### src/hdl/vt4_pkg.sv
`timescale 1ns / 1ps

package vt4_pkg;

    localparam int DIM       = 4;
    localparam int ENTRIES   = DIM * DIM;
    localparam int IDX_W     = $clog2(ENTRIES);
    localparam int WORD_W    = 32;
    localparam int FRAC_W    = 16;
    localparam int PROD_W    = 2 * WORD_W;
    localparam int SUM_W     = PROD_W - FRAC_W + 2;
    localparam int S_TDATA_W = 168;
    localparam int M_TDATA_W = DIM * WORD_W;

    localparam logic OP_WRITE = 1'b0;
    localparam logic OP_XFORM = 1'b1;

    typedef logic signed [WORD_W-1:0] word_t;
    typedef logic [DIM-1:0][WORD_W-1:0] vec_t;

    typedef struct packed {
        logic valid;
        logic en;
    } stage_ctl_t;

endpackage

### src/hdl/vt4_out.sv
`timescale 1ns / 1ps

module vt4_out (
    input  logic                          aclk,
    input  logic                          aresetn,
    input  vt4_pkg::stage_ctl_t           ctl,
    input  vt4_pkg::vec_t                 lanes,
    input  logic                          m_tready,
    output logic                          m_tvalid,
    output logic [vt4_pkg::M_TDATA_W-1:0] m_tdata,
    output logic                          skid_full
);

    logic                          out_valid_reg;
    logic [vt4_pkg::M_TDATA_W-1:0] out_data_reg;
    logic                          sk_valid_reg;
    logic [vt4_pkg::M_TDATA_W-1:0] sk_data_reg;
    logic                          in_valid;
    logic [vt4_pkg::M_TDATA_W-1:0] in_data;

    assign in_valid = ctl.valid && ctl.en;
    assign in_data  = lanes;

    always_ff @(posedge aclk) begin
        if (!aresetn) begin
            out_valid_reg <= 1'b0;
            sk_valid_reg  <= 1'b0;
        end else if (sk_valid_reg) begin
            if (m_tready) begin
                out_data_reg <= sk_data_reg;
                sk_valid_reg <= 1'b0;
            end
        end else if (in_valid) begin
            if (!out_valid_reg || m_tready) begin
                out_data_reg  <= in_data;
                out_valid_reg <= 1'b1;
            end else begin
                sk_data_reg  <= in_data;
                sk_valid_reg <= 1'b1;
            end
        end else if (m_tready) begin
            out_valid_reg <= 1'b0;
        end
    end

    assign m_tvalid  = out_valid_reg;
    assign m_tdata   = out_data_reg;
    assign skid_full = sk_valid_reg;

endmodule

### config.mk
export PLATFORM = sky130hd
export DESIGN_NAME = vt4_out
export DESIGN_NICKNAME = d
export VERILOG_FILES = /design/src/hdl/vt4_pkg.sv /design/src/hdl/vt4_out.sv
export SDC_FILE = /design/constraint.sdc
export NUM_CORES = 1
export LEC_CHECK = 0
export BUFFER_PORTS_ARGS = -buffer_cell sky130_fd_sc_hd__buf_2
export CORE_AREA = 2 2 196 198
export CTS_BUF_LIST = sky130_fd_sc_hd__clkbuf_4
export DETAILED_ROUTE_END_ITERATION = 8
export DIE_AREA = 0 0 198 200
export SYNTH_ARGS = -nofsm -noshare
export SYNTH_HDL_FRONTEND = slang
export SYNTH_SLANG_ARGS = --single-unit
### constraint.sdc
create_clock -name aclk -period 11.91 [get_ports aclk]
set_input_delay 1.7865 -clock aclk [delete_from_list [all_inputs] [get_ports aclk]]
set_output_delay 1.7865 -clock aclk [all_outputs]
set_load 0.02 [all_outputs]
==> reports/qor.csv, run 1 <==
metric,value,unit
status,finished clean,
initial antenna violation count,5,
Fmax achieved,277,MHz
leak pwr,4.65,nW
setup repair bufs after CTS,0,
Detail Route Antenna Nets,0,
cell count along the critical path,1,
Nets,872,
Skew-Pair Late Insertion Delay,0.70,ns
Worst setup SP type,flop,
final setup fails,0,
clk_skew,0.0398,ns
NetSw,0.000420,W
Die Y,200,um
sequential fraction of design power,53.0,%
routed vias/inst,3.92,
io pins,263,
1st-iter DRT viols,183,
Max Root-Sink Buffers,3,
pwr dens,155,nW/um^2
post-synthesis adder-cell area fraction,0,%
P_int,0.00151,W
cell count of the worst reg-to-reg path,3,
"critical path, cell by cell",buf_2,
Final Cell Area,12400,um^2
share of cells above drive strength 1,65.0,%
CP required,10.12,ns
"slowest stage delay, CP",0.81,ns
WL/cell,15.6,um
post-synth cell types,17,
worst-path maximum fanout,46,
"Net Count, Synth",547,
Compound-Gate Fraction of Synth Area,0.247,%
CP endpoint kind,output pin,
syn_area_per_cell,23.2,um^2
CTS tree,done,
Synth Instances,414,
relative slew slack,45.3,%
Initial Util,25.7,%
largest family of logic cells by synthesized area,multiplexers,
DP Wirelength,12800,um
final WL,20400,um
max cap viols,0,
most frequent cells in the layout,"buf_2 (262), edfxtp_1 (256), clkbuf_4 (111), mux2_4 (66), mux2_2 (62)",
worst vdd ir,61.7,uV
max-slew violations,0,
xor/xnor share of the synthesized area,0,%
sw frac,21.7,%
First-pass DRT Iterations,4,
drt drc,0,
vias in the first global route,5391,
die area,39600,um^2
PostCTS Resize Cnt,0,
"commonest non-fill, non-tap cell in the layout",buf_2,
"flops & latches, synth",258,
largest net degree at the start of global routing,129,
RePlAce Congestion,0.756,
simple-gate share of the synthesized area,0.442,%
gr ovfl total,0,
H-tree Lvls,3,
Final Cycle Share,30.3,%
Sum Neg Setup Slack,0,ns
family with the most delay on the worst path,flip-flops,
hold path cells,1,
crit path max-delay cell type,dfxtp_4,
"Reg clk slew, reported paths",0.07,ns
Hold Path Class,reg -> reg,
Area growth syn-to-layout,29.2,%
Total GRT Usage,10.1,%
via count,5113,
clock share of power,41.7,%
Hold Fails Final Rpt,0,
CTS buffer count,72,
core area,37400,um^2
crit path buf inv count,1,
first-pass GRT wire length,29900,um
clock sinks,258,
slew at the pin closest to its max-slew limit,0.820,ns
sequential area share after synthesis,80.3,%
# rows,71,
Comb pwr share,5.3,%
RSZ-0062 raised after global routing,false,
Crit Path Category,reg -> out,
die width,198,um
"Min Clock Period, post-route",3.61,ns
# hold bufs at CTS,0,
input/output buffers,262,
"Cell Area, Synth",9620,um^2
CTS root buf,clkbuf_4,
data arrival time of the worst path,1.82,ns
multiplexer share of the synthesized area,17.6,%
YS warnings,0,
Area after DPL,11500,um^2
-- power by group through the flow --
stage | registers (W) | clock network, W | logic, W
after detailed placement | 0.00104 | 0 | 0.000105
after global routing | 0.00102 | 0.000894 | 0.000112
after floorplan | 0.00106 | 0 | 0.0000381
after global placement | 0.00104 | 0 | 0.000102
final | 0.00102 | 0.000805 | 0.000103
after CTS | 0.00102 | 0.000849 | 0.000105
-- synth_stat cells --
| master | instances | area share, % |
|---|---|---|
| a21boi_1 | 1 | 0.078 |
| a21oi_1 | 1 | 0.052 |
| a31oi_1 | 1 | 0.065 |
| buf_2 | 6 | 0.31 |
| buf_6 | 9 | 1.1 |
| dfxtp_1 | 2 | 0.42 |
| edfxtp_1 | 256 | 80 |
| inv_1 | 2 | 0.078 |
| mux2_2 | 62 | 7.3 |
| mux2_4 | 66 | 10 |
| nand2_1 | 1 | 0.039 |
| nand3b_1 | 1 | 0.078 |
| nor2_1 | 2 | 0.078 |
| nor2_2 | 1 | 0.065 |
| nor3_1 | 1 | 0.052 |
| nor3b_2 | 1 | 0.13 |
| o21ai_0 | 1 | 0.052 |
-- worst paths after layout --
| check | from | end | slack (ns) |
|---|---|---|---|
| max | skid_full | skid_full | 8.30 |
| min | sk_data_reg[95] | m_tdata[95] | 0.52 |
| max reg2reg | skid_full | m_tdata[13] | 8.86 |
| min reg2reg | sk_data_reg[95] | m_tdata[95] | 0.52 |
-- stage by stage --
stage | std cells | power [W] | util, % | setup slack, ns | hold WS [ns]
after floorplan | 414 | 0.00110 | - | 0.550 | 0.523
after global placement | 1176 | 0.00115 | 30.8 | 8.62 | 0.527
after detailed placement | 1176 | 0.00115 | 30.8 | 8.58 | 0.531
after CTS | 1300 | 0.00198 | 33.2 | 8.16 | 0.523
after global routing | 1304 | 0.00203 | 33.2 | 8.12 | 0.529
final | 1305 | 0.00193 | 33.2 | 8.30 | 0.515
-- layer usage --
layer,wire length [um],vias to the layer above,GRT usage (%),share of wire (%)
li1,-,2357,-,-
met1,8230,2491,11.3,40
met2,9660,204,15.7,47
met3,1800,57,4.97,8.8
met4,662,4,6.15,3.2
met5,22,-,0,0.11
-- cell type report --
class	instances	area, um^2
fill	3644	25000
multi-input combinational	139	1770
inverter	2	7.51
tap	511	639
clock buffer	111	833
timing repair buffer	266	1370
sequential	258	7730
antenna	5	12.5
clock inverter	13	77.6
-- kinds of logic after synthesis --
group	after synthesis
AO/OA/AOI/OAI	4
buffers and inverters	17
flip-flops	258
multiplexers	128
AND/OR/NAND/NOR	7
No activity file was read; power rests on OpenSTA's default activity.
==> run 2: changes to the inputs <==
==> constraint.sdc (replaced) <==
create_clock -name aclk -period 3.14 [get_ports aclk]
set_input_delay 0.471 -clock aclk [delete_from_list [all_inputs] [get_ports aclk]]
set_output_delay 0.471 -clock aclk [all_outputs]
set_load 0.02 [all_outputs]
==> run 2 against run 1 <==
Against the previous run:
- routed wire length is 6.1% higher
- hold slack worse by 0.35 ns
- final cell count is 11% higher
- first-iteration DRC count is 17% higher
- core utilization is 4.0 points higher
- die area stayed put
- largest cell class unchanged
- largest power group unchanged
==> reports/qor.csv, run 2 (synthesis gave the netlist of run 1 again) <==
metric,value,unit
data arrival time of the worst path,1.73,ns
"non-filler cells, final",1449,
H-tree Lvls,3,
CTS buffer count,76,
Hold EP,m_tvalid,
Final Util,37.3,%
family with the most delay on the worst path,flip-flops,
fill cell count,3508,
worst-path maximum fanout,35,
# rows,71,
PostCTS Resize Cnt,0,
WL/cell,14.9,um
status,finished clean,
RSZ-0062 raised after global routing,false,
most frequent cells in the layout,"buf_2 (262), edfxtp_1 (256), dlygate4sd3_1 (132), clkbuf_4 (111), mux2_4 (66)",
largest net degree at the start of global routing,72,
Sum Neg Setup Slack,0,ns
Initial Util,25.7,%
final setup fails,0,
CP required,2.67,ns
core area,37400,um^2
Nets,1011,
pwr dens,552,nW/um^2
share of cells above drive strength 1,56.1,%
HP Start,m_tready,
clock sinks,258,
setup repair bufs after CTS,0,
Area after DPL,11600,um^2
1st-iter DRT viols,214,
Final Cell Area,13900,um^2
post-placement cell count,1179,
"Reg clk slew, reported paths",0.05,ns
"commonest non-fill, non-tap cell in the layout",buf_2,
Hold Fails Final Rpt,0,
cell count of the worst reg-to-reg path,4,
initial antenna violation count,2,
"Min Clock Period, post-route",2.20,ns
via count,5595,
Skew-Pair Late Insertion Delay,0.72,ns
Max Root-Sink Buffers,3,
CP endpoint kind,output pin,
crit path max-delay cell type,dfxtp_4,
max-slew violations,0,
vias in the first global route,6061,
CTS root buf,clkbuf_4,
"critical path, cell by cell",buf_2,
Worst setup SP type,flop,
die width,198,um
Total GRT Usage,10.8,%
drt drc,0,
max cap viols,0,
Reg2Reg Setup Slack,1.01,ns
Fmax achieved,454,MHz
reg-to-reg startpoint,skid_full,
hold path cells,4,
input/output buffers,262,
clk_skew,0.0333,ns
CTS tree,done,
Area growth syn-to-layout,44.8,%
Hold Path Class,in -> reg,
first-pass GRT wire length,32500,um
First-pass DRT Iterations,4,
Final Power,0.00769,W
worst vdd ir,289,uV
"slowest stage delay, CP",0.73,ns
io pins,263,
DP Wirelength,13200,um
Crit Path Category,reg -> out,
relative slew slack,59.4,%
# hold bufs at CTS,132,
leak pwr,5.28,nW
slew at the pin closest to its max-slew limit,0.610,ns
routed vias/inst,3.86,
die area,39600,um^2
Critical R2R Capture,skid_full,
gr ovfl total,0,
RePlAce Congestion,0.710,
Final Cycle Share,70.1,%
Detail Route Antenna Nets,0,
crit path buf inv count,1,
Die Y,200,um
final WL,21600,um
## run 2: changes by cell type in the layout (fill, tap and decap cells not counted), sizes merged
cell         change
dlygate4sd3    +132
clkinv           +7
buf              +3
clkinvlp         +2
diode            -2
bufinv           +1
inv              +1
## run 2: stage by stage
step	setup slack, ns	hold slack [ns]
final	0.938	0.163
after global routing	0.717	0.0445
after CTS	0.774	0.00896
after detailed placement	1.08	0.532
after global placement	1.10	0.526
after floorplan	-1.41	0.523
## run 2: worst max path at each step
stage | start | end | slack (ns) | cells after the start
floorplan | skid_full | m_tdata[0] | -1.41 | 6
detailed placement | skid_full | m_tdata[2] | 1.08 | 2
finish | skid_full | skid_full | 0.94 | 1
global placement | skid_full | m_tdata[2] | 1.10 | 2
CTS | skid_full | skid_full | 0.77 | 1
global route | skid_full | skid_full | 0.72 | 1
## run 2: final cells by class
| class | count | area [um^2] | share of cell area, % |
|---|---|---|---|
| Sequential cell | 258 | 7730 | 55.5 |
| Timing Repair Buffer | 401 | 2760 | 19.8 |
| Multi-Input combinational cell | 139 | 1780 | 12.8 |
| Clock buffer | 111 | 833 | 5.98 |
| Tap cell | 511 | 639 | 4.59 |
| Clock inverter | 24 | 169 | 1.21 |
| Inverter | 2 | 7.51 | 0.0539 |
| Antenna cell | 3 | 7.51 | 0.0539 |
## run 2: worst min-delay path: stages
cell      delay [ns]
buf_2           0.10
inv_1           0.05
o21ai_0         0.14
a21boi_1        0.07
## run 2: report_power, final
part           total (W)  leakage (nW)  internal (W)  switching (W)
Sequential       0.00388          2.34       0.00386      0.0000192
Combinational   0.000530          2.35      0.000303       0.000227
Clock            0.00328         0.588       0.00180        0.00148
## run 2: layer usage
metal  share of wire (%)  routed length (um)  vias up  track usage, %
met2                  48               10300      206            17.2
met3                 9.1                1980       49            5.43
li1                    -                   -     2644               -
met5                   0                   0        -               0
met4                 2.7                 574        0            5.40
met1                  41                8800     2696            12.1
